===== config.mk =====
export PLATFORM = sky130hd
export DESIGN_NAME = rhc_div
export DESIGN_NICKNAME = d
export VERILOG_FILES = /design/src/hw/rtl/rhc_div.sv
export SDC_FILE = /design/constraint.sdc
export NUM_CORES = 2
export LEC_CHECK = 0
export BUFFER_PORTS_ARGS = -buffer_cell sky130_fd_sc_hd__buf_2
export CORE_MARGIN = 10
export CORE_UTILIZATION = 30
export DETAILED_ROUTE_END_ITERATION = 7
export GPL_TIMING_DRIVEN = 0
export PLACE_DENSITY_LB_ADDON = 0.1
export SYNTH_ARGS = -nofsm -noshare
export SYNTH_HDL_FRONTEND = slang
export SYNTH_SLANG_ARGS = --single-unit

===== constraint.sdc =====
create_clock -name clk -period 3.34 [get_ports clk]
set_input_delay 0.167 -clock clk [delete_from_list [all_inputs] [get_ports clk]]
set_output_delay 0.167 -clock clk [all_outputs]
set_load 0.01 [all_outputs]

===== src/hw/rtl/rhc_div.sv =====
// Pipelined restoring divider, one quotient bit per stage.
`timescale 1ns / 1ps
module rhc_div #(
	parameter int DW = 20,
	parameter int QW = 17
) (
	input  logic                clk,
	input  logic                en,
	input  logic [DW+QW-1:0]    num,
	input  logic [DW-1:0]       den,
	output logic [QW-1:0]       quo
);
	// caller guarantees num / den < 2**QW, so the top DW bits start below den
	logic [DW-1:0] rem_q  [QW];
	logic [QW-1:0] low_q  [QW];
	logic [DW-1:0] den_q  [QW];
	logic [QW-1:0] quo_q  [QW];

	genvar i;
	generate
		for (i = 0; i < QW; i++) begin : g_stage
			logic [DW-1:0] rem_p;
			logic [QW-1:0] low_p;
			logic [DW-1:0] den_p;
			logic [QW-1:0] quo_p;
			logic [DW:0]   trial;
			logic          take;

			if (i == 0) begin : g_first
				assign rem_p = num[DW+QW-1:QW];
				assign low_p = num[QW-1:0];
				assign den_p = den;
				assign quo_p = '0;
			end else begin : g_next
				assign rem_p = rem_q[i-1];
				assign low_p = low_q[i-1];
				assign den_p = den_q[i-1];
				assign quo_p = quo_q[i-1];
			end

			assign trial = {rem_p, low_p[QW-1]};
			assign take  = trial >= {1'b0, den_p};

			always_ff @(posedge clk) begin
				if (en) begin
					rem_q[i] <= take ? DW'(trial - {1'b0, den_p}) : trial[DW-1:0];
					low_q[i] <= {low_p[QW-2:0], 1'b0};
					den_q[i] <= den_p;
					quo_q[i] <= {quo_p[QW-2:0], take};
				end
			end
		end
	endgenerate

	assign quo = quo_q[QW-1];
endmodule


==> results.json <==
{
  "status": "finished, violations left",
  "violations": "setup timing",
  "vias_per_cell": 4.65,
  "critical-path-top-delay-family": "compound AO/OA/AOI/OAI gates",
  "min_period_ps": 3410,
  "finalCritPeriodShare_pct": 102,
  "n_fill_cell": 15300,
  "grt_max_degree": 121,
  "pre_cts_slack_ps": -1020,
  "final_common_cell": "edfxtp_1",
  "grt_setup_unrepaired": "true",
  "finalNetCount": 4680,
  "num_vias": 29900,
  "drc": 0,
  "clockBufferDepth": 3,
  "fin_ws_ps": -69.5,
  "dp_cells": 6028,
  "final_antenna_net_count": 0,
  "drtIter0Drc": 1513,
  "synthDistinctLibCells": 74,
  "regArea_mm2": 0.0279,
  "design_area_mm2": 0.0583,
  "setup_viol": 9,
  "overflow": 0,
  "synthCells": 3873,
  "port_buffers": 75,
  "core_region_area_mm2": 0.158,
  "hold_depth": 4,
  "antenna_found_initial": 4,
  "final_cell_mix": "edfxtp_1 (929), inv_1 (415), ha_1 (308)",
  "cp_slowest_cell": "edfxtp_1",
  "critPathMaxFanout": 7,
  "clk_latency_ps": 720,
  "syn_nets": 4288,
  "syn2layout_area_growth_pct": 22.0,
  "final_layout_size_suffix_gt1_share_pct": 19.2,
  "die_area_mm2": 0.176,
  "drv_slew": 0,
  "dr.pass1.iters": 5,
  "placed_area_mm2": 0.0510,
  "postSynthAreaPerCell_um2": 12.3,
  "path_cells": "inv_2 -> ha_4 -> nor2b_4 -> o31ai_4 -> a21oi_2 -> o41ai_2 -> buf_4 -> o21ai_4 -> a221oi_4 -> o31ai_4 -> a41oi_2 -> buf_6 -> mux2_4",
  "synth_seq_cells": 929,
  "grt_pass1_vias": 30600,
  "worst-path-buf-inv": 3,
  "clk_pin_slew_ps": 60,
  "synth_edf_count": 929,
  "crit_path_end_kind": "flip-flop",
  "timing_worst_slew_pin_value_ps": 939,
  "multi_input_area_mm2": 0.0197,
  "ir_drop_mv": 0.423,
  "dp_hpwl_um": 83500,
  "slowest_delay_ps": 570,
  "fin_worst_skew_ps": 41.7,
  "gp_congestion": 0.850,
  "cp_common_cell": "o31ai_4",
  "die_x_um": 419,
  "cts.htree.levels": 3,
  "antenna_cells": 0,
  "required_ps": 3780,
  "cts-root-buf": "clkbuf_16",
  "die_y_um": 419,
  "startpoint_type": "flip-flop",
  "dominantRegCellSynth": "edfxtp_1",
  "synth_area_mm2": 0.0478,
  "yosysWarnings": 0,
  "relSlewSlack_pct": 37.0,
  "power.density_mw_per_mm2": 948,
  "boundaryPins": 76,
  "drv_cap": 0,
  "critPathArrivalTime_ps": 3850,
  "rows": 146,
  "criticalPathCategory": "flip-flop to flip-flop",
  "p_leak_nw": 23.2,
  "start_util_pct": 30.2,
  "cts_sinks": 929,
  "final_cells": 6431,
  "rr_worst_depth": 13,
  "hold_violations": 0,
  "worstHoldPathType": "primary input to flip-flop",
  "fmax_mhz": 293,
  "worst-path-stages": 13,
  "gr-usage-all-layers_pct": 12.9,
  "cts_tree": "built",
  "routed_wl_um": 115000,
  "wl_per_cell_um": 17.9,
  "cts_buffers": 112,
  "yosysSeqAreaShare_pct": 58.4,
  "async_flop_share_pct": 0,
  "grt_first_pass_wirelength_um": 177000,
  "whs_ps": 105
}
[report_power, final]
part | internal (mW) | leakage [nW] | total [mW] | switching (mW)
Sequential | 16.8 | 9.07 | 18.5 | 1.71
Clock | 6.80 | 1.73 | 11.7 | 4.86
Combinational | 11.9 | 12.4 | 25.1 | 13.2
[cell type report]
type                    instances  area share, %
well taps                    2072           4.45
clock buffers                 137           5.01
inverters                     431           2.79
repair buffers                280           4.16
multi-input cells            2449           33.8
plain buffers                  62          0.906
clock inverters                71           1.02
flip-flops and latches        929           47.9
[final timing paths]
path / slack, ps / end / start
hold / removal: 100 / rem_q[0][6] / num[22]
setup / recovery: -70 / rem_q[0][156] / low_q[0][111]
setup reg to reg: -70 / rem_q[0][156] / low_q[0][111]
hold reg to reg: 380 / low_q[0][77] / low_q[0][60]
[metrics by stage]
step	util (%)	total power, mW	TNS, ps
3_3_place_gp	32.0	39.7	-
6_report	36.8	55.3	-352
3_5_place_dp	32.2	39.3	-179680
2_1_floorplan	-	33.3	0
5_1_grt	36.8	59.2	-5490
4_1_cts	35.9	54.2	-2510
[kinds of logic (layout without fill, tap and decap cells)]
logic type	after synthesis	after routing	synth area share (%)
flip-flops	929	929	58.4
XOR/XNOR	244	244	4.47
multiplexers	160	160	3.72
buffers and inverters	496	981	4.03
AO/OA/AOI/OAI	904	905	12.0
AND/OR/NAND/NOR	784	784	7.81
adder cells (fa/ha/maj)	356	356	9.58
[synthesized netlist by cell type, types with 11 or more instances]
library cell / count / share of area, %
a21boi_0: 19 / 0.30
o21ai_0: 198 / 2.1
and2_1: 11 / 0.14
nor2_1: 239 / 1.9
or3_1: 17 / 0.22
ha_1: 340 / 8.9
nand2b_1: 43 / 0.56
o21a_1: 43 / 0.68
nor3_1: 49 / 0.51
a21o_1: 126 / 2.0
edfxtp_1: 929 / 58
a31oi_1: 21 / 0.28
o31ai_1: 23 / 0.36
mux2_2: 136 / 3.2
and3_1: 23 / 0.30
a21oi_1: 295 / 3.1
buf_2: 13 / 0.14
a211o_1: 20 / 0.37
inv_1: 431 / 3.4
nand3_1: 63 / 0.66
xor2_1: 83 / 1.5
xnor2_1: 161 / 3.0
o21bai_1: 29 / 0.46
nor4_1: 15 / 0.20
a211oi_1: 13 / 0.20
nand4_1: 40 / 0.52
fa_1: 16 / 0.67
nor2b_1: 52 / 0.68
clkbuf_1: 40 / 0.31
nand2_1: 196 / 1.5
o21ai_1: 17 / 0.18
mux2i_1: 20 / 0.42
o211ai_1: 16 / 0.25
[what timing repair did]
| action | CTS | global route |
|---|---|---|
| hold endpoints to repair | 128 | 0 |
| hold buffers | 58 | 0 |
| gates resized for setup | 263 | 282 |
| setup endpoints to repair | 310 | 280 |
| pin swaps | 70 | 100 |
| buffers inserted | 83 | 47 |
| cloned | 10 | 4 |
[metal layers]
metal	global-route usage [%]	vias up	share of wire [%]
met3	1.89	172	3.3
met2	22.5	393	49
met5	0	-	0
met4	4.50	0	3.2
met1	16.1	14300	45
li1	-	15000	-
[worst reg2reg max path, cell delays in order, from the launching register on]
cell and delay [ps]:
edfxtp_1 570, inv_2 180, ha_4 170, nor2b_4 50, o31ai_4 220, a21oi_2 110
o41ai_2 300, buf_4 200, o21ai_4 80, a221oi_4 310, o31ai_4 140, a41oi_2 270
buf_6 220, mux2_4 310
[sequential cells by signal (all words and copies together) (netlist names)]
| signal | cells |
|---|---|
| den_q | 320 |
| quo_q | 153 |
| rem_q | 320 |
| low_q | 136 |
Note: power is estimated with default switching activity, not from simulation.
