## config.mk

```make
export PLATFORM = sky130hd
export DESIGN_NAME = rhc_lane
export DESIGN_NICKNAME = d
export VERILOG_FILES = /design/src/hw/rtl/rhc_pkg.sv /design/src/hw/rtl/rhc_lane.sv
export SDC_FILE = /design/constraint.sdc
export NUM_CORES = 1
export LEC_CHECK = 0
export BUFFER_PORTS_ARGS = -buffer_cell sky130_fd_sc_hd__buf_2
export CAP_MARGIN = 20
export CELL_PAD_IN_SITES_DETAIL_PLACEMENT = 1
export CELL_PAD_IN_SITES_GLOBAL_PLACEMENT = 2
export CORE_MARGIN = 5
export CORE_UTILIZATION = 37
export CTS_CLUSTER_SIZE = 28
export DETAILED_ROUTE_END_ITERATION = 16
export PLACE_DENSITY = 0.78
export SETUP_SLACK_MARGIN = 0.5
export SLEW_MARGIN = 20
export SYNTH_ARGS = -nofsm -noshare
export SYNTH_HDL_FRONTEND = slang
export SYNTH_SLANG_ARGS = --single-unit
```

## constraint.sdc

```tcl
create_clock -name clk -period 8.65 [get_ports clk]
set_input_delay 0.4325 -clock clk [delete_from_list [all_inputs] [get_ports clk]]
set_output_delay 0.4325 -clock clk [all_outputs]
set_load 0.05 [all_outputs]
```

## src/hw/rtl/rhc_pkg.sv

```systemverilog
// Shared codes for the RGB/HSL colour converter.
`timescale 1ns / 1ps
package rhc_pkg;
	// conversion direction, as written to the config register
	localparam logic DIR_RGB2HSL = 1'b0;
	localparam logic DIR_HSL2RGB = 1'b1;

	// segment of the hue ramp a channel sits on (units of 1/6 turn)
	typedef enum logic [1:0] {
		SEG_RISE,
		SEG_HIGH,
		SEG_FALL,
		SEG_LOW
	} seg_t;
endpackage

```

## src/hw/rtl/rhc_lane.sv

```systemverilog
// One output channel of HSL to RGB: piecewise-linear ramp over the hue circle.
`timescale 1ns / 1ps
module rhc_lane #(
	parameter int B = 16
) (
	input  logic         clk,
	input  logic         en,
	input  logic [B+2:0] x,
	input  logic [B-1:0] c1,
	input  logic [B-1:0] c2,
	output logic [B-1:0] val
);
	import rhc_pkg::*;

	localparam logic [B+2:0] TURN  = (B+3)'(1) << B;
	localparam logic [B+2:0] TURN3 = TURN + (TURN << 1);
	localparam logic [B+2:0] TURN4 = TURN << 2;

	seg_t           seg;
	logic [B:0]     frac;
	logic [B-1:0]   diff;
	logic [2*B:0]   prod_s3;
	seg_t           seg_s3;
	logic [B-1:0]   c1_s3;
	logic [B-1:0]   c2_s3;
	logic [2*B:0]   rnd;

	assign diff = c2 - c1;

	always_comb begin
		frac = '0;
		if (x < TURN) begin
			seg  = SEG_RISE;
			frac = x[B:0];
		end else if (x < TURN3) begin
			seg = SEG_HIGH;
		end else if (x < TURN4) begin
			seg  = SEG_FALL;
			frac = (B+1)'(TURN4 - x);
		end else begin
			seg = SEG_LOW;
		end
	end

	always_ff @(posedge clk) begin
		if (en) begin
			prod_s3 <= {1'b0, diff} * frac;
			seg_s3  <= seg;
			c1_s3   <= c1;
			c2_s3   <= c2;
		end
	end

	assign rnd = prod_s3 + ((2*B+1)'(1) << (B - 1));

	always_ff @(posedge clk) begin
		if (en) begin
			unique case (seg_s3)
				SEG_RISE, SEG_FALL: val <= c1_s3 + rnd[2*B-1:B];
				SEG_HIGH:           val <= c2_s3;
				SEG_LOW:            val <= c1_s3;
				default:            val <= c1_s3;
			endcase
		end
	end
endmodule

```

==> impl_metrics.json, run 1 <==
{
  "status": "completed",
  "worstHoldStart": "c2[0]",
  "crit_path_start_kind": "input pin",
  "cts-root-buf": "clkbuf_16",
  "die_y_um": 198,
  "cp_slowest_cell": "fa_1",
  "cts_tree": "done",
  "worstMarginPinSlew_ps": 986,
  "ff2ff_path_depth": 12,
  "fp-row-count": 68,
  "maxSlewHeadroom_pct": 33.8,
  "worst-path-max-fanout": 11,
  "grtUsageMet3_pct": 2.46,
  "gp_congestion": 0.922,
  "pre_cts_ws_ps": -83.9,
  "start_util_pct": 37.6,
  "drt-initial-drc-count": 367,
  "finClkSkew_ps": 6.59,
  "final_area_um2": 15000,
  "worstReg2RegEnd": "val[12]",
  "powerDensity_nw_per_um2": 202,
  "hold_path_class": "in2reg",
  "ys_ff_latch": 67,
  "core_um2": 34600,
  "drc": 0,
  "syn_area_um2": 13000,
  "avgSynthCellArea_um2": 9.10,
  "max_freq_mhz": 124,
  "reg2reg_from": "prod_s3[15]",
  "fin_crit_ps": 8050,
  "hold_depth": 1,
  "grt-busiest-layer": "met2",
  "die_area_um2": 39100,
  "vias_per_cell": 5.18,
  "port_buffers": 68,
  "grt_use_met1_pct": 28.9,
  "placed_area_um2": 14300,
  "grt_overflow": 0,
  "cpPeakStageDelay_ps": 510,
  "postCtsHoldBufs": 0,
  "yosysSeqAreaShare_pct": 15.4,
  "wire_per_inst_um": 20.1,
  "synthToLayoutAreaGrowth_pct": 15.1,
  "insertion_delay_ps": 330,
  "path_class": "in2reg",
  "grt_pass1_vias": 11400,
  "drive_above_1_share_pct": 14.5,
  "antenna_found_initial": 0,
  "clock-sinks": 67,
  "p_leak_nw": 7.37,
  "synth_nets": 1823,
  "async_reset_ff_share_pct": 0,
  "postSynthCellCount": 1431,
  "critPathTopFamily": "adder cells",
  "grt_usage_pct": 21.2,
  "vias": 10400,
  "nets": 1945,
  "wl_um": 40600,
  "maxCapViolCount": 0,
  "rsz0062_at_grt": "yes",
  "yosysUniqueCellTypes": 70,
  "h-tree-depth": 3,
  "arrival_ps": 8150,
  "synth_edf_count": 67,
  "cp-end-kind": "register",
  "required_ps": 8740,
  "die_w_um": 198,
  "synth-main-ff-cell": "edfxtp_1",
  "finalHoldViolCount": 0,
  "yosys_warnings": 0,
  "pin_count": 69,
  "r2r_slack_ps": 5260,
  "grt_start_max_net_pins": 68,
  "cts_buffers": 9,
  "use_met2_pct": 36.3,
  "hold-path-endpoint": "c2_s3[0]",
  "crit_top_cell": "fa_1",
  "final_cells": 2014,
  "cp_num_buf_inv": 8,
  "grt_pass1_wl_um": 64200,
  "clockBufferDepth": 2,
  "firstDrtPassIters": 4,
  "report.final.slew_viol_count": 0,
  "period_share_pct": 93.1,
  "ant_nets": 0,
  "finalSetupViolations": 0,
  "path_clk_slew_ps": 60,
  "dp.cells": 1974,
  "setup_ws_ps": 597,
  "ir_drop_uv": 145,
  "timing.hold.ws_ps": 278,
  "hpwl_um": 33400
}
worst max-delay path by stage:
stage          startpoint          end  slack, ps  cells past startpoint
2_1_floorplan       c2[0]  prod_s3[31]        510                     32
3_3_place_gp        c2[0]  prod_s3[30]        100                     34
3_5_place_dp        c2[0]  prod_s3[31]        -80                     33
4_1_cts              x[0]  prod_s3[31]        510                     31
5_1_grt             c2[0]  prod_s3[30]        310                     34
6_report            c2[0]  prod_s3[30]        600                     34
logic make-up (layout without fill, tap and decap cells):
group | Yosys count | in the layout | share of synthesized area, %
muxes | 14 | 14 | 1.09
DFF | 67 | 67 | 15.4
AOI/OAI and AO/OA | 164 | 164 | 8.75
other | 0 | 1 | 0
and+or+nand+nor | 451 | 451 | 16.3
adders and majority gates | 339 | 339 | 44.6
xor gates and xnor gates | 57 | 57 | 3.94
buffers and inverters | 339 | 466 | 9.89
cell type report:
type | instances | area (µm²)
Tap cell | 455 | 569
Clock buffer | 9 | 225
Clock inverter | 7 | 76.3
Timing Repair Buffer | 154 | 1050
Sequential cell | 67 | 2010
Inverter | 296 | 1110
Fill cell | 4095 | 19600
Antenna cell | 1 | 2.50
Multi-Input combinational cell | 1025 | 9950
through the flow:
step	setup TNS, ps	utilization, %	total power, mW
2_1_floorplan	0	-	1.90
3_3_place_gp	0	41.2	2.48
3_5_place_dp	-140	41.2	2.54
4_1_cts	0	42.5	2.96
5_1_grt	0	43.3	3.34
6_report	0	43.3	3.04
cell usage in the layout (no fill, tap or decap), types with 5 or more instances in the layout:
cell       netlist  routed
a21oi_2          2       7
a21o_1          12      12
nand3_1         29      27
inv_1          296     292
o21ai_0         22      18
xnor2_1         41      39
edfxtp_1        67      67
or3_1           15      13
nand4_1          5       5
o21ai_1          3       6
nor3_1          31      31
o21a_1           6       6
o21bai_1         5       5
o211ai_1         6       6
xor2_1          15      15
nand2_1        179     179
clkbuf_16        0       9
o31a_1           8       8
a21oi_1         31      25
mux2i_1         13      13
nor2b_1          7       7
nand2b_1        17      17
and3_1          15      14
ha_1           131     125
buf_2            3      67
and2_1          31      31
nor2_1          94      94
o31ai_1         19      15
fa_1           208     206
a31oi_1         18      16
buf_4            1      80
a211oi_1         7       6
registers in the layout, indices dropped and copies added, names as in the netlist:
name     cells
prod_s3     17
val         16
c1_s3       16
seg_s3       2
c2_s3       16
routing by layer:
layer / part of all wire [%] / vias up
li1: - / 4828
met1: 45 / 5350
met2: 49 / 206
met3: 4.0 / 43
met4: 2.0 / 0
met5: 0 / -
Yosys cell counts (all sizes together), types with 26 or more instances:
cell	instances	share of area, %
edfxtp	67	15
and2	31	1.5
clkbuf	36	1.0
nand2	179	5.2
inv	296	8.5
fa	208	32
nor3	33	1.3
nand3	29	1.1
o21ai	26	1.0
xnor2	41	2.8
ha	131	13
nor2	94	2.7
a21oi	33	1.3
where the power goes:
group	internal, mW	total, mW	switching [mW]
logic	0.863	2.14	1.28
registers	0.484	0.526	0.0423
clock network	0.224	0.370	0.146
total	1.57	3.04	1.46
what timing repair did:
item / in CTS / in global routing
pin swaps: 15 / 40
resized for setup: 13 / 38
endpoints found under the setup margin: 5 / 10
setup buffers: 10 / 13
(Power assumes the default switching activity.)
==> inputs of run 2 (changes only) <==
--- a/config.mk
+++ b/config.mk
@@ -9,7 +9,6 @@
 export CAP_MARGIN = 20
 export CELL_PAD_IN_SITES_DETAIL_PLACEMENT = 1
 export CELL_PAD_IN_SITES_GLOBAL_PLACEMENT = 2
-export CORE_MARGIN = 5
 export CORE_UTILIZATION = 37
 export CTS_CLUSTER_SIZE = 28
 export DETAILED_ROUTE_END_ITERATION = 16
==> impl_metrics.json, run 2 (synthesis gave the netlist of run 1 again) <==
{
  "finalHoldViolCount": 0,
  "hold_path_class": "in2reg",
  "top_register": "prod_s3",
  "cts_tree": "done",
  "die_w_um": 190,
  "port_buffers": 68,
  "final_cell_mix": "inv_1, fa_1, nand2_1",
  "grt_pass1_vias": 11600,
  "grt_pass1_wl_um": 63900,
  "firstDrtPassIters": 5,
  "drt-initial-drc-count": 493,
  "pin_count": 69,
  "insertion_delay_ps": 340,
  "cts-root-buf": "clkbuf_16",
  "vias": 10500,
  "gp_congestion": 0.889,
  "core_um2": 34600,
  "cp_slowest_cell": "fa_1",
  "ant_nets": 0,
  "clock-sinks": 67,
  "antenna_found_initial": 0,
  "clockBufferDepth": 2,
  "path_class": "in2reg",
  "grt_overflow": 0,
  "worstMarginPinSlew_ps": 1040,
  "required_ps": 8750,
  "fin_crit_ps": 8060,
  "grt_start_max_net_pins": 68,
  "path_clk_slew_ps": 70,
  "crit_top_cell": "fa_1",
  "h-tree-depth": 3,
  "rsz0062_at_grt": "yes",
  "report.final.slew_viol_count": 0,
  "powerDensity_nw_per_um2": 203,
  "wl_um": 40500,
  "cts_buffers": 9,
  "maxSlewHeadroom_pct": 29.9,
  "total_power_mw": 3.05,
  "layout_commonest_cell": "inv_1",
  "start_util_pct": 37.6,
  "crit_path_start_kind": "input pin",
  "status": "completed",
  "drc": 0,
  "cp-end-kind": "register",
  "arrival_ps": 8150,
  "cpPeakStageDelay_ps": 570,
  "ir_drop_uv": 160,
  "finClkSkew_ps": 8.77,
  "worst-path-max-fanout": 6,
  "finalSetupViolations": 0,
  "synthToLayoutAreaGrowth_pct": 15.4,
  "max_freq_mhz": 124,
  "antenna_cells": 0,
  "post-route-util_pct": 43.4,
  "grt_usage_pct": 23.3,
  "nets": 1942,
  "hpwl_um": 33700,
  "largest_reg_flops": 17,
  "die_area_um2": 36000,
  "die_y_um": 190,
  "drive_above_1_share_pct": 14.8,
  "wire_per_inst_um": 20.1,
  "p_leak_nw": 7.39,
  "period_share_pct": 93.1,
  "vias_per_cell": 5.24,
  "maxCapViolCount": 0,
  "fp-row-count": 68
}
-- run 2: cell count changes in the layout (fill, tap and decap cells not counted), sizes merged --
cell      change
diode         -1
buf           -2
clkinvlp      -2
bufbuf        -1
clkinv        +2
-- run 2: final timing paths --
kind	start	end	slack, ps	depth (start not counted)
setup / recovery	c2[0]	prod_s3[30]	590	32
hold / removal	c2[0]	c2_s3[0]	280	1
setup reg to reg	prod_s3[16]	val[12]	5230	12
hold reg to reg	c2_s3[10]	val[10]	630	2
-- run 2: metrics by stage --
stage | setup WS (ps) | hold slack, ps | area (µm²) | TNS [ps] | std cells
after floorplan | 509 | 531 | 13000 | 0 | 1431
after global routing | 305 | 282 | 15000 | 0 | 2010
final | 594 | 283 | 15000 | 0 | 2010
after global placement | 107 | 609 | 14300 | 0 | 1973
after detailed placement | -124 | 608 | 14300 | -194 | 1973
after CTS | 506 | 276 | 14700 | 0 | 1995
-- run 2: layout make-up --
cell class | instances | area, µm²
clock inverter | 7 | 77.6
multi-input combinational | 1025 | 10000
clock buffer | 9 | 225
tap | 455 | 569
timing repair buffer | 151 | 1030
sequential | 67 | 2010
inverter | 296 | 1120
fill | 4027 | 19600
-- run 2: timing repair --
action / in CTS / in global routing
pin swaps: 16 / 41
gates resized for setup: 11 / 50
hold buffers: 0 / 0
endpoints found under the hold margin: 0 / 0
buffers inserted: 6 / 15
endpoints found under the setup margin: 4 / 11
-- run 2: worst max-delay path, delay by kind of cell --
kind,cells,cell delay (ps)
AO/OA/AOI/OAI,15,2960
adder cells (fa/ha/maj),9,3860
buffers and inverters,6,570
AND/OR/NAND/NOR,2,310
-- run 2: power by group --
group | switching [mW] | total (mW) | internal (mW)
Combinational | 1.28 | 2.15 | 0.864
Clock | 0.147 | 0.373 | 0.225
Sequential | 0.0423 | 0.526 | 0.484
-- run 2: layer usage --
layer	vias up	global-route usage [%]	routed length, µm
met2	212	38.9	19100
met1	5435	31.3	18400
met4	0	7.29	1290
met3	67	3.14	1720
li1	4821	-	-
met5	-	0	0
==> inputs of run 3 (changes only) <==
--- a/config.mk
+++ b/config.mk
@@ -9,11 +9,10 @@
 export CAP_MARGIN = 20
 export CELL_PAD_IN_SITES_DETAIL_PLACEMENT = 1
 export CELL_PAD_IN_SITES_GLOBAL_PLACEMENT = 2
-export CORE_UTILIZATION = 37
+export CORE_UTILIZATION = 44
 export CTS_CLUSTER_SIZE = 28
 export DETAILED_ROUTE_END_ITERATION = 16
-export PLACE_DENSITY = 0.78
-export SETUP_SLACK_MARGIN = 0.5
+export PLACE_DENSITY = 0.87
 export SLEW_MARGIN = 20
 export SYNTH_ARGS = -nofsm -noshare
 export SYNTH_HDL_FRONTEND = slang
==> constraint.sdc (replaced) <==
create_clock -name clk -period 9.6 [get_ports clk]
set_input_delay 0.48 -clock clk [delete_from_list [all_inputs] [get_ports clk]]
set_output_delay 0.48 -clock clk [all_outputs]
set_load 0.05 [all_outputs]
==> impl_metrics.json, run 3 (synthesis gave the netlist of run 1 again) <==
{
  "max_freq_mhz": 115,
  "report.final.slew_viol_count": 0,
  "cp-end-kind": "register",
  "clkPwrFrac_pct": 14.4,
  "switching_share_pct": 47.8,
  "arrival_ps": 8790,
  "grt_overflow": 0,
  "insertion_delay_ps": 330,
  "synthToLayoutAreaGrowth_pct": 10.1,
  "cts_resized": 0,
  "final_cells": 1900,
  "p_seq_share_pct": 18.2,
  "worstMarginPinSlew_ps": 980,
  "total_power_mw": 2.61,
  "reg2reg_from": "prod_s3[15]",
  "dp.cells": 1883,
  "layout_commonest_cell": "inv_1",
  "wl_um": 39000,
  "ant_nets": 0,
  "power_switching_mw": 1.25,
  "hold_depth": 1,
  "pre_cts_ws_ps": 553,
  "cts-root-buf": "clkbuf_16",
  "placed_area_um2": 14000,
  "finalSetupViolations": 0,
  "post_cts_buffers": 0,
  "maxCapViolCount": 0,
  "gp_congestion": 0.952,
  "antenna_found_initial": 2,
  "postCtsHoldBufs": 0,
  "worstReg2RegEnd": "val[12]",
  "cp_num_buf_inv": 7,
  "hold_path_class": "in2reg",
  "drc": 0,
  "p_leak_nw": 7.13,
  "cp_slowest_cell": "fa_1",
  "ff2ff_path_depth": 12,
  "h-tree-depth": 3,
  "hold-path-endpoint": "c1_s3[13]",
  "wire_per_inst_um": 20.5,
  "required_ps": 9670,
  "worst-path-max-fanout": 17,
  "clockBufferDepth": 2,
  "rsz0062_at_grt": "no",
  "setup_ws_ps": 885,
  "powerDensity_nw_per_um2": 182,
  "grt_pass1_vias": 11700,
  "die_w_um": 174,
  "finalHoldViolCount": 0,
  "cts_buffers": 9,
  "crit_path_start_kind": "input pin",
  "core_um2": 28900,
  "vias": 10400,
  "pin_count": 69,
  "nets": 1902,
  "fin_tns_setup_ps": 0,
  "period_share_pct": 90.8,
  "status": "completed",
  "crit_top_cell": "fa_1",
  "power.internal_mw": 1.36,
  "final_cell_mix": "inv_1, fa_1, nand2_1",
  "path_clk_slew_ps": 60,
  "grt_start_max_net_pins": 68,
  "fillCellCount": 3424,
  "finClkSkew_ps": 4.98,
  "firstDrtPassIters": 5,
  "clock-sinks": 67,
  "ir_drop_uv": 114,
  "drive_above_1_share_pct": 9.70,
  "drt-initial-drc-count": 584,
  "worstHoldStart": "c1[13]",
  "cts_tree": "done",
  "final_area_um2": 14300,
  "cpPeakStageDelay_ps": 540,
  "top_register": "prod_s3",
  "port_buffers": 68,
  "fp-row-count": 62,
  "grt_usage_pct": 27.4,
  "path_class": "in2reg",
  "fin_crit_ps": 8710,
  "grt_pass1_wl_um": 63600,
  "maxSlewHeadroom_pct": 34.2,
  "die_area_um2": 30300,
  "die_y_um": 174,
  "start_util_pct": 45.0,
  "vias_per_cell": 5.48,
  "r2r_slack_ps": 6090,
  "hpwl_um": 32900,
  "critPathTopFamily": "adder cells",
  "largest_reg_flops": 17,
  "p_comb_share_pct": 67.3
}
==> run 3: cell types whose count changed in the layout (fill, tap and decap cells not counted), moves of 5 or more <==
cell,change
a21oi_1,+6
buf_4,-33
ha_1,+6
inv_1,+6
inv_2,-5
==> run 3: through the flow <==
step	util, %	hold slack (ps)
floorplan	-	535
global placement	48.4	588
detailed placement	48.4	620
CTS	49.6	329
global route	49.6	332
finish	49.6	341
==> run 3: how the worst max path moves through the flow <==
stage          start           to  depth (start not counted)
2_1_floorplan  c2[0]  prod_s3[31]                         32
3_3_place_gp   c2[0]  prod_s3[31]                         33
3_5_place_dp   c2[0]  prod_s3[31]                         33
4_1_cts        c2[0]  prod_s3[31]                         33
5_1_grt        c2[0]  prod_s3[31]                         35
6_report       c2[0]  prod_s3[31]                         33
==> run 3: power groups by stage <==
stage,Clock [mW],Combinational (mW),Sequential [mW]
2_1_floorplan,0,1.17,0.548
3_3_place_gp,0,1.68,0.476
3_5_place_dp,0,1.75,0.480
4_1_cts,0.383,1.77,0.475
5_1_grt,0.392,1.98,0.482
6_report,0.377,1.76,0.476
==> run 3: per-layer routing <==
layer / global-route usage [%] / vias to the layer above / wire [µm]
met5: 0 / - / 0
met4: 9.21 / 0 / 1250
met3: 3.59 / 67 / 1750
met2: 46.6 / 241 / 19000
met1: 35.9 / 5367 / 17000
li1: - / 4741 / -
==> run 3: worst reg2reg max path, stage by stage, from the launching register on <==
cell	delay [ps]
edfxtp_1	420
ha_1	360
ha_1	230
fa_1	440
a21o_1	210
a21oi_1	240
o21bai_1	90
a21oi_1	250
o21bai_1	100
a21oi_1	380
o211ai_1	190
a211oi_1	270
a211oi_1	60
==> run 3: layout make-up <==
type	instances	area, µm²	share of cell area [%]
Inverter	296	1110	7.75
Timing Repair Buffer	111	663	4.62
Clock buffer	9	225	1.57
Antenna cell	1	2.50	0.0175
Sequential cell	67	2010	14.0
Tap cell	384	480	3.35
Multi-Input combinational cell	1025	9730	67.8
Clock inverter	7	116	0.811
